File: src/hw/rtl/lkvc_pkg.sv
// Shared constants and types for the LRU key-value cache.
// No dependencies; imported by lkvc_lookup, lru_key_value_cache and the test files.
package lkvc_pkg;

   localparam int KEY_W       = 32;
   localparam int VAL_W       = 32;
   localparam int CAP_W       = 5;
   localparam int DEF_ENTRIES = 16;

   localparam logic [CAP_W-1:0] CAP_RESET = CAP_W'(16);

   // Request opcodes.
   localparam logic CMD_GET = 1'b0;
   localparam logic CMD_PUT = 1'b1;

   // Outcome of the lookup for the item in the input register.
   typedef struct packed {
      logic hit;    // key matched a valid entry
      logic fill;   // put of an absent key that takes a free slot
   } lkvc_status_type;

endpackage

File: src/hw/rtl/lkvc_lookup.sv
// Parallel key compare and slot selection for the LRU key-value cache.
// Depends on lkvc_pkg for widths, opcodes and the status struct.
module lkvc_lookup import lkvc_pkg::*; #(
   parameter int ENTRIES = DEF_ENTRIES,
   parameter int RANK_W  = (ENTRIES > 1) ? $clog2(ENTRIES) : 1,
   parameter int CNT_W   = $clog2(ENTRIES + 1)
) (
   input  logic                     cmd,
   input  logic [KEY_W-1:0]         key,
   input  logic [ENTRIES-1:0]       valid,
   input  logic [KEY_W-1:0]         keys [ENTRIES],
   input  logic [RANK_W-1:0]        ranks [ENTRIES],
   input  logic [CNT_W-1:0]         count,
   input  logic                     room,
   output logic [ENTRIES-1:0]       sel_oh,
   output lkvc_status_type          status
);

   logic [ENTRIES-1:0] match;
   logic [ENTRIES-1:0] empty;
   logic [ENTRIES-1:0] free_oh;
   logic [ENTRIES-1:0] victim_oh;
   logic [CNT_W-1:0]   oldest;

   assign oldest = count - CNT_W'(1);

   always_comb begin
      for (int i = 0; i < ENTRIES; i++) begin
         match[i]     = valid[i] && (keys[i] == key);
         // Ranks of valid entries are distinct, so exactly one holds count-1.
         victim_oh[i] = valid[i] && (CNT_W'(ranks[i]) == oldest);
      end
   end

   // Lowest-numbered empty slot.
   assign empty   = ~valid;
   assign free_oh = empty & (~empty + ENTRIES'(1));

   assign status.hit  = |match;
   assign status.fill = !status.hit && (cmd == CMD_PUT) && room;

   always_comb begin
      if (status.hit) begin
         sel_oh = match;
      end else if (status.fill) begin
         sel_oh = free_oh;
      end else begin
         sel_oh = victim_oh;
      end
   end

endmodule

File: src/hw/rtl/lru_key_value_cache.sv
// Top level of the fully associative LRU key-value cache.
// Depends on lkvc_pkg and instantiates lkvc_lookup.
//
// Usage:
//   The request channel (req_valid/req_ready) carries one word per item:
//   a command (get or put), a 32-bit key and, for a put, a 32-bit value.
//   A get produces one word on the response channel (rsp_valid/rsp_ready)
//   with a hit flag and the stored value, or zero on a miss. A put
//   produces no response. The csr channel writes the capacity register;
//   it is always ready and should only be written while the cache is idle.
//   A capacity of zero acts as one, and one above ENTRIES acts as ENTRIES.
//
//   An accepted item sits in the input register while all entries compare
//   its key in parallel and the recency ranks update; a get response then
//   moves into the response register. One item per cycle is sustained
//   while gets are not held up by the response side; the compare and rank
//   update across all entries set that rate.
//
//   Reset clears all valid bits, ranks and the entry count and sets the
//   capacity to 16; there is no clearing pass. When the receiver stalls,
//   puts keep draining, and a get waits in the input register until the
//   response register is free, which then holds off new requests.
module lru_key_value_cache import lkvc_pkg::*; #(
   parameter int ENTRIES = DEF_ENTRIES
) (
   input  logic                     clock,
   input  logic                     reset,
   input  logic                     req_valid,
   output logic                     req_ready,
   input  logic                     req_cmd,
   input  logic signed [KEY_W-1:0]  req_lookup_key,
   input  logic signed [VAL_W-1:0]  req_store_value,
   output logic                     rsp_valid,
   input  logic                     rsp_ready,
   output logic                     rsp_hit,
   output logic signed [VAL_W-1:0]  rsp_read_value,
   input  logic                     csr_valid,
   output logic                     csr_ready,
   input  logic [CAP_W-1:0]         csr_cache_capacity
);

   localparam int RANK_W = (ENTRIES > 1) ? $clog2(ENTRIES) : 1;
   localparam int CNT_W  = $clog2(ENTRIES + 1);
   localparam int CMP_W  = (CNT_W > CAP_W) ? CNT_W : CAP_W;

   // Input register.
   logic               s1_vld_ff;
   logic               s1_cmd_ff;
   logic [KEY_W-1:0]   s1_key_ff;
   logic [VAL_W-1:0]   s1_val_ff;

   // Cache state.
   logic [KEY_W-1:0]   keys_ff   [ENTRIES];
   logic [VAL_W-1:0]   values_ff [ENTRIES];
   logic [RANK_W-1:0]  rank_ff   [ENTRIES];
   logic [ENTRIES-1:0] valid_ff;
   logic [CNT_W-1:0]   count_ff;
   logic [CAP_W-1:0]   cap_ff;

   // Response register.
   logic               rsp_vld_ff;
   logic               rsp_hit_ff;
   logic [VAL_W-1:0]   rsp_val_ff;

   logic [CMP_W-1:0]   cap_ext;
   logic [CMP_W-1:0]   eff_cap;
   logic               room;
   logic               fire;
   logic               is_put;
   logic               upd;
   logic [ENTRIES-1:0] sel_oh;
   lkvc_status_type    st;
   logic [RANK_W-1:0]  sel_rank;
   logic [VAL_W-1:0]   sel_value;
   logic [CNT_W-1:0]   thresh;

   assign cap_ext = CMP_W'(cap_ff);

   always_comb begin
      if (cap_ext == '0) begin
         eff_cap = CMP_W'(1);
      end else if (cap_ext > CMP_W'(ENTRIES)) begin
         eff_cap = CMP_W'(ENTRIES);
      end else begin
         eff_cap = cap_ext;
      end
   end

   assign room = CMP_W'(count_ff) < eff_cap;

   lkvc_lookup #(
      .ENTRIES (ENTRIES),
      .RANK_W  (RANK_W),
      .CNT_W   (CNT_W)
   ) u_lookup (
      .cmd    (s1_cmd_ff),
      .key    (s1_key_ff),
      .valid  (valid_ff),
      .keys   (keys_ff),
      .ranks  (rank_ff),
      .count  (count_ff),
      .room   (room),
      .sel_oh (sel_oh),
      .status (st)
   );

   // A put never waits on the response side; a get needs the response
   // register free or being emptied this cycle.
   assign is_put    = (s1_cmd_ff == CMD_PUT);
   assign fire      = s1_vld_ff && (is_put || !rsp_vld_ff || rsp_ready);
   assign req_ready = !s1_vld_ff || fire;
   assign upd       = fire && (st.hit || is_put);
   assign csr_ready = 1'b1;

   always_comb begin
      sel_rank  = '0;
      sel_value = '0;
      for (int i = 0; i < ENTRIES; i++) begin
         if (sel_oh[i]) begin
            sel_rank  = sel_rank | rank_ff[i];
            sel_value = sel_value | values_ff[i];
         end
      end
   end

   // Entries more recent than this threshold age by one place.
   always_comb begin
      if (st.hit) begin
         thresh = CNT_W'(sel_rank);
      end else if (st.fill) begin
         thresh = count_ff;
      end else begin
         thresh = count_ff - CNT_W'(1);
      end
   end

   always_ff @(posedge clock) begin
      if (reset) begin
         s1_vld_ff <= 1'b0;
      end else if (req_valid && req_ready) begin
         s1_vld_ff <= 1'b1;
      end else if (fire) begin
         s1_vld_ff <= 1'b0;
      end
   end

   always_ff @(posedge clock) begin
      if (req_valid && req_ready) begin
         s1_cmd_ff <= req_cmd;
         s1_key_ff <= req_lookup_key;
         s1_val_ff <= req_store_value;
      end
   end

   always_ff @(posedge clock) begin
      if (reset) begin
         cap_ff <= CAP_RESET;
      end else if (csr_valid && csr_ready) begin
         cap_ff <= csr_cache_capacity;
      end
   end

   always_ff @(posedge clock) begin
      if (reset) begin
         valid_ff <= '0;
         count_ff <= '0;
         for (int i = 0; i < ENTRIES; i++) begin
            rank_ff[i] <= '0;
         end
      end else if (upd) begin
         if (st.fill) begin
            count_ff <= count_ff + CNT_W'(1);
         end
         for (int i = 0; i < ENTRIES; i++) begin
            if (sel_oh[i]) begin
               rank_ff[i] <= '0;
               if (st.fill) begin
                  valid_ff[i] <= 1'b1;
               end
            end else if (valid_ff[i] && (CNT_W'(rank_ff[i]) < thresh)) begin
               rank_ff[i] <= rank_ff[i] + RANK_W'(1);
            end
         end
      end
   end

   always_ff @(posedge clock) begin
      if (fire && is_put) begin
         for (int i = 0; i < ENTRIES; i++) begin
            if (sel_oh[i]) begin
               values_ff[i] <= s1_val_ff;
               if (!st.hit) begin
                  keys_ff[i] <= s1_key_ff;
               end
            end
         end
      end
   end

   always_ff @(posedge clock) begin
      if (reset) begin
         rsp_vld_ff <= 1'b0;
      end else if (fire && !is_put) begin
         rsp_vld_ff <= 1'b1;
      end else if (rsp_ready) begin
         rsp_vld_ff <= 1'b0;
      end
   end

   always_ff @(posedge clock) begin
      if (fire && !is_put) begin
         rsp_hit_ff <= st.hit;
         rsp_val_ff <= st.hit ? sel_value : '0;
      end
   end

   assign rsp_valid      = rsp_vld_ff;
   assign rsp_hit        = rsp_hit_ff;
   assign rsp_read_value = rsp_val_ff;

   // The fill count always equals the number of valid entries.
   a_count_matches_valid: assert property (@(posedge clock) disable iff (reset)
      $countones(valid_ff) == int'(count_ff))
      else $error("entry count does not match valid bits");

   a_count_bound: assert property (@(posedge clock) disable iff (reset)
      int'(count_ff) <= ENTRIES)
      else $error("entry count exceeds the number of entries");

   // Any state update targets exactly one slot.
   a_sel_onehot: assert property (@(posedge clock) disable iff (reset)
      upd |-> $onehot(sel_oh))
      else $error("slot selection is not one-hot");

   // A get that completes lookup shows up on the response channel next cycle.
   a_get_responds: assert property (@(posedge clock) disable iff (reset)
      (fire && !is_put) |=> rsp_vld_ff)
      else $error("get did not produce a response");

   // A miss always reports a zero value.
   a_miss_zero: assert property (@(posedge clock) disable iff (reset)
      (rsp_vld_ff && !rsp_hit_ff) |-> (rsp_val_ff == '0))
      else $error("miss response carries a nonzero value");

endmodule

File: config.mk
export PLATFORM = sky130hd
export DESIGN_NAME = lru_key_value_cache
export DESIGN_NICKNAME = d
export VERILOG_FILES = /design/src/hw/rtl/lkvc_pkg.sv /design/src/hw/rtl/lkvc_lookup.sv /design/src/hw/rtl/lru_key_value_cache.sv
export SDC_FILE = /design/constraint.sdc
export NUM_CORES = 2
export LEC_CHECK = 0
export BUFFER_PORTS_ARGS = -buffer_cell sky130_fd_sc_hd__buf_4
export CAP_MARGIN = 10
export CORE_UTILIZATION = 35
export DETAILED_ROUTE_END_ITERATION = 16
export SLEW_MARGIN = 10
export SYNTH_ARGS = -nofsm -noshare
export SYNTH_HDL_FRONTEND = slang
export SYNTH_SLANG_ARGS = --single-unit
File: constraint.sdc
create_clock -name clock -period 7.35 [get_ports clock]
set_clock_uncertainty 0.05 [all_clocks]
set_input_delay 0.735 -clock clock [delete_from_list [all_inputs] [get_ports clock]]
set_output_delay 0.735 -clock clock [all_outputs]
set_load 0.05 [all_outputs]
# After elaboration in Yosys (flattened, before gate mapping)
# Memories as Yosys holds them, arrays and structs flattened.
# Cells that the tools add are included.
# totals
input_bits,75
mem_count,1
mem_bits_rw,512
wordCells,415
out_inout_bits,36
reg_bits,702
# mem_list
name,depth,word_bits,rd,rd_clocked_by_memory_dff,wr,line_no,text
values_ff,16,32,16,0,16,lru_key_value_cache.sv:54,logic [VAL_W-1:0] values_ff [ENTRIES];
# op_classes
order_cmp,18
add_sub_neg,19
n_reduce_logical,132
n_mux,122
n_eq_ne,32
bitwise_logic,34
# ops
operator,count
equality test 32 bit,16
2-to-1 mux 32 bit,16
bitwise OR 32 bit,15
2-to-1 mux 4 bit,48
AND reduction 3 bit,32
equality test 4 x 5 -> 1 bit,16
less-than comparator 4 x 5 -> 1 bit,16
adder 4 x 1 -> 4 bit (second input constant),16
bitwise OR 4 bit,15
logical AND 1 bit,55
2-to-1 mux 1 bit,52
nonzero test 2 bit,18
AND reduction 2 bit,17
2-to-1 mux 16 bit,2
NOT 16 bit,2
2-to-1 mux 5 bit,4
adder 16 x 1 -> 16 bit (second input constant),1
AND 16 bit,1
OR reduction 16 bit,1
adder 5 x 1 -> 5 bit (second input constant),1
greater-than comparator 5 bit (second input constant),1
zero test 5 bit,1
less-than comparator 5 bit,1
subtractor 5 x 1 -> 5 bit (second input constant),1
other kinds (3),9

# Longest topological paths before layout
# logic_depth
word_depth,44
ltp_mapped,26
ltp_nobuf,23

# Modules after synthesis
# Synthesis repeated with hierarchy kept, for this count alone.
# hier_totals
hier_cells,3265
area_unflattened_um2,50744.9
# modules_own_cells
module,n_inst,area_per_inst_um2,cells_per_inst,seq_area_each_um2
lru_key_value_cache,1,43337.8,2313,35534.1
lkvc_lookup,1,7407.1,952,0.0

# Worst setup path before layout
# OpenSTA, ideal clock, no wires.
# synth_path
kind,register to register
from,register count_ff[0]
to,register rank_ff[42] in the netlist's numbering
setup_time_ps,70
arrival_time_ps,5721
setup_slack_ps,1509
required_ps,7230
synth_period_minus_slack_ps,5841
path_buffers,5
path_stages_with_launch,26
path_cell_list,dfxtp_1 buf_2 buf_2 inv_1 ha_1 xor2_1 buf_2 xnor2_1 nand4_1 nor4_1 a31oi_1 o31ai_1 clkbuf_1 clkbuf_1 a22oi_1 nand4_1 o21ai_0 ha_1 a21o_1 a21oi_1 nand3_1 o31ai_1 o21a_1 o21ba_1 or3_1 a21oi_1
# synth_between
elab_chain_len,41
word_cells_on_any_way,75
classes_between,add/sub: 1; order compare: 2; eq/ne: 16; mux: 21; bitwise: 15; reduce/logical: 20
# synth_lines
element,line_no,text
"start, declared",lru_key_value_cache.sv:57,logic [CNT_W-1:0] count_ff;
"start signal, assigned",lru_key_value_cache.sv:172,count_ff <= count_ff + CNT_W'(1);
subtractor 5 x 1 -> 5 bit (*),lkvc_lookup.sv:25,assign oldest = count - CNT_W'(1);
named net u_lookup.oldest[0],lkvc_lookup.sv:23,logic [CNT_W-1:0] oldest;
equality test 4 x 5 -> 1 bit,lkvc_lookup.sv:31,victim_oh[i] = valid[i] && (CNT_W'(ranks[i]) == oldest);
logical AND 1 bit,lkvc_lookup.sv:31,
2-to-1 mux 16 bit,lkvc_lookup.sv:45,end else if (status.fill) begin
2-to-1 mux 16 bit,lkvc_lookup.sv:43,if (status.hit) begin
2-to-1 mux 4 bit,lru_key_value_cache.sv:119,if (sel_oh[i]) begin
bitwise OR 4 bit,lru_key_value_cache.sv:120,sel_rank = sel_rank | rank_ff[i];
(+26 left out),--,
2-to-1 mux 4 bit,lru_key_value_cache.sv:119,
bitwise OR 4 bit,lru_key_value_cache.sv:120,
2-to-1 mux 4 bit,lru_key_value_cache.sv:119,
2-to-1 mux 5 bit,lru_key_value_cache.sv:128,if (st.hit) begin
less-than comparator 4 x 5 -> 1 bit,lru_key_value_cache.sv:180,end else if (valid_ff[i] && (CNT_W'(rank_ff[i]) < thresh)) begin
logical AND 1 bit,lru_key_value_cache.sv:180,
nonzero test 2 bit (no line),--,
AND reduction 2 bit (no line),--,
"end signal, assigned by index",lru_key_value_cache.sv:181,rank_ff[i] <= rank_ff[i] + RANK_W'(1);
"end, declared",lru_key_value_cache.sv:55,logic [RANK_W-1:0] rank_ff [ENTRIES];
# The timed path passes the listed nets; every way through them passes the cells marked *.
# A chain may end at the register's enable or synchronous reset.

# Final worst setup path
# layout_path
from,register s1_key_ff[16]
to,register rank_ff[36] in the netlist's numbering
# layout_between
elab_chain_len,44
word_cells_on_any_way,78
classes_between,order compare: 1; eq/ne: 16; mux: 21; bitwise: 15; reduce/logical: 25
# layout_lines
element,line_no,text
"start, declared",lru_key_value_cache.sv:49,logic [KEY_W-1:0] s1_key_ff;
"start signal, assigned",lru_key_value_cache.sv:150,s1_key_ff <= req_lookup_key;
equality test 32 bit,lkvc_lookup.sv:29,match[i] = valid[i] && (keys[i] == key);
logical AND 1 bit,lkvc_lookup.sv:29,
OR reduction 16 bit,lkvc_lookup.sv:39,assign status.hit = |match;
zero test 1 bit,lkvc_lookup.sv:40,assign status.fill = !status.hit && (cmd == CMD_PUT) && room;
logical AND 1 bit (2 in a row),lkvc_lookup.sv:40,
2-to-1 mux 16 bit,lkvc_lookup.sv:45,
2-to-1 mux 16 bit,lkvc_lookup.sv:43,
2-to-1 mux 4 bit,lru_key_value_cache.sv:119,
(+27 left out),--,
2-to-1 mux 4 bit,lru_key_value_cache.sv:119,
bitwise OR 4 bit,lru_key_value_cache.sv:120,
2-to-1 mux 4 bit,lru_key_value_cache.sv:119,
2-to-1 mux 5 bit,lru_key_value_cache.sv:128,
less-than comparator 4 x 5 -> 1 bit,lru_key_value_cache.sv:180,
logical AND 1 bit,lru_key_value_cache.sv:180,
nonzero test 2 bit (no line),--,
AND reduction 2 bit (no line),--,
# Parallel ways exist; a longest one is shown, timed or not.

==> metrics.txt <==
status=complete, no violations; Switch Pwr=0.003266 W; clock sink count=1214; Max Cap Viol=0; share of the synthesized area in the top cell type=0.6232; area delta synth->final=14.83%; crit start category=flop; final hold vios=0; crit path max fanout=15; Seq cells post-synth=1214; slowest CP cell=edfxtp_1; Cell Rows=143; sw frac=0.2265; share of cells above drive strength 1=0.1460; DR pass1 iterations=7; Max Transition Viols Final=0; crit-path leading delay family=compound AO/OA/AOI/OAI gates; clock share of power=0.420; Power Dens Cells=232.3 mW/mm2; CP Buf/Inv Count=3; crit path time final=6.640 ns; Vias/cell=5.940; Die Y=395.0 um; total global-route track usage=0.2271; clk slew on worst S/H paths=0.06 ns; vias in the first global route=35720; Post-CTS Setup Repair Bufs=0; HPWL Detailed=116.7 mm; Boundary Pins=111; Core ar.=0.1526 mm2; combinational power share=0.048; initial antenna violation count=5; cell taking the most area after synthesis=edfxtp_1; worst setup path class=flop to flop; Hold Crit Class=input pin to flop; Initial DRC Count=5545; # port buffers=109; clk buf depth=3; Finish-stage setup viols=0; Syn Inst Count=3834; Root Buffer=clkbuf_16; H-tree Lvls=3; RSZ-0062 raised after global routing=false; Final Cycle Share=0.9034; total CTS buffers=120; post-synthesis cell area=0.05406 mm2; sequential share of the synthesized area=0.6573; Clock Latency Late Sink=0.78 ns; Post-synth ARST share=0; Crit path largest cell delay=1.14 ns; slew margin rel.=0.1125; Crit path required time=7.98 ns; final WL=181.0 mm; post-CTS sizing=0; ANT nets after route=0; commonest non-fill, non-tap cell in the layout=edfxtp_1; CP Capture Type=flop; Die Wd=395.0 um; pin count of the biggest net entering global routing=64; global route total overflow=0; global-route wire length before repair=258.8 mm; worst vdd ir=0.0002032 V; Int Pwr=0.01116 W; Syn Area/Cell=14.10 um2; worst-path cell chain=buf_4 > xor2_1 > nor3_1 > nand4_1 > nor4_4 > buf_4 > or4_1 > or4b_4 > o31ai_4 > a22oi_1 > nand4_1 > o21ai_1 > buf_4 > ha_1 > a21o_1 > a21o_1 > a31oi_1 > o211ai_1 > o21a_1 > or3_1 > a21oi_1; DRC viols=0; Initial Util=0.3542; largest cells by area after synthesis=edfxtp_1 62%, xnor2_1 5.4%, xor2_1 3.6%; Die ar.=0.1560 mm2; number of synthesized flops with an enable pin=1122; Hold Buf Count CTS=0; Distinct cells, synth=98; syn nets=3979; Main synth FF type=edfxtp_1; RePlAce Congestion=0.9700; Final Util=0.4067; drt wl/cell=29.13 um; total number of yosys warnings=0; most used cell, CP=buf_4; Post-Route Setup TNS=0 ns; Arr. time, crit path=7.27 ns; sequential power share=0.532; fin nets=4228; routed vias=36914; fmax=150.6 MHz; CTS tree=built; most frequent cells in the layout=1122 x edfxtp_1, 335 x xnor2_1, 324 x buf_4; Worst Tran Pin Value=1.322 ns; leakage=20.06 nW
## routing by layer
metal | routed length (um) | track usage | vias up
met5 | 13 | 0 | -
met4 | 7182 | 0.09330 | 2
met3 | 18680 | 0.04758 | 381
met2 | 80690 | 0.3474 | 2250
met1 | 74480 | 0.3131 | 18692
li1 | - | - | 15589
## per-stage QoR
| stage | setup slack [ns] | total power [W] | area (um2) | hold WS [ns] | std cells |
|---|---|---|---|---|---|
| detailed placement | 0.9597 | 0.008504 | 58260 | 0.4408 | 5991 |
| global placement | 1.066 | 0.008498 | 58260 | 0.4460 | 5991 |
| global route | 0.6075 | 0.01479 | 62060 | 0.07019 | 6209 |
| CTS | 0.9292 | 0.01449 | 62060 | 0.04580 | 6209 |
| floorplan | 1.509 | 0.008187 | 54060 | 0.4104 | 3834 |
| finish | 0.7103 | 0.01442 | 62080 | 0.08613 | 6214 |
## logic make-up after synthesis
logic type	Yosys count	synth area share
compound gates	737	0.1010
xor+xnor	564	0.09193
fa+ha+maj	70	0.01620
buf+inv	270	0.02835
flops	1214	0.6573
mux	13	0.002592
other cells	1	0.00006936
simple gates	965	0.1025
## cells in the mapped netlist, types with 19 or more instances
cell type and instances:
nand2_1 133, o211ai_1 27, clkbuf_1 88, ha_1 70
buf_2 37, nor3_1 47, o21ai_0 114, a31oi_1 34
dfxtp_1 92, a21o_1 26, nand4_1 179, inv_1 60
a222oi_1 65, nor2_1 122, xnor2_1 335, a221oi_1 62
buf_4 33, a21oi_1 93, and4_1 22, and3_1 32
or3_1 34, xor2_1 225, nand2b_1 61, a22oi_1 141
a22o_1 54, nor2b_1 19, nand3_1 109, or4_1 23
buf_6 42, nor4_1 95, edfxtp_1 1122
## flip-flops by register name, indices dropped and copies added, names as in the netlist, 5 cells and up
register	cells
rsp_read_value	32
s1_val_ff	32
valid_ff	16
values_ff	512
keys_ff	512
cap_ext	5
count_ff	5
s1_key_ff	32
rank_ff	64
## final cells by class
class | count | area, um2
Fill cell | 13935 | 90540
Sequential cell | 1214 | 35530
Multi-Input combinational cell | 2350 | 17300
Clock buffer | 148 | 3172
Timing Repair Buffer | 335 | 2653
Tap cell | 2030 | 2540
Clock inverter | 70 | 635.6
Inverter | 62 | 232.7
Antenna cell | 5 | 12.51
## path summary, 6_finish.rpt
path | start | end | slack, ns | cells past startpoint
setup / recovery | s1_key_ff[16] | rank_ff[36] | 0.71 | 21
hold / removal | req_store_value[28] | s1_val_ff[28] | 0.09 | 1
setup reg to reg | s1_key_ff[16] | rank_ff[36] | 0.71 | 21
hold reg to reg | cap_ext[0] | cap_ext[0] | 0.45 | 2
## power groups by stage
stage	clock network [W]	logic, W	registers, W
final	0.00605	0.000696	0.00768
after global routing	0.00638	0.000737	0.00768
after CTS	0.00613	0.000686	0.00767
after detailed placement	0	0.000684	0.00782
after global placement	0	0.000682	0.00782
after floorplan	0	0.000389	0.00780
Note: power is estimated with default switching activity, not from simulation.
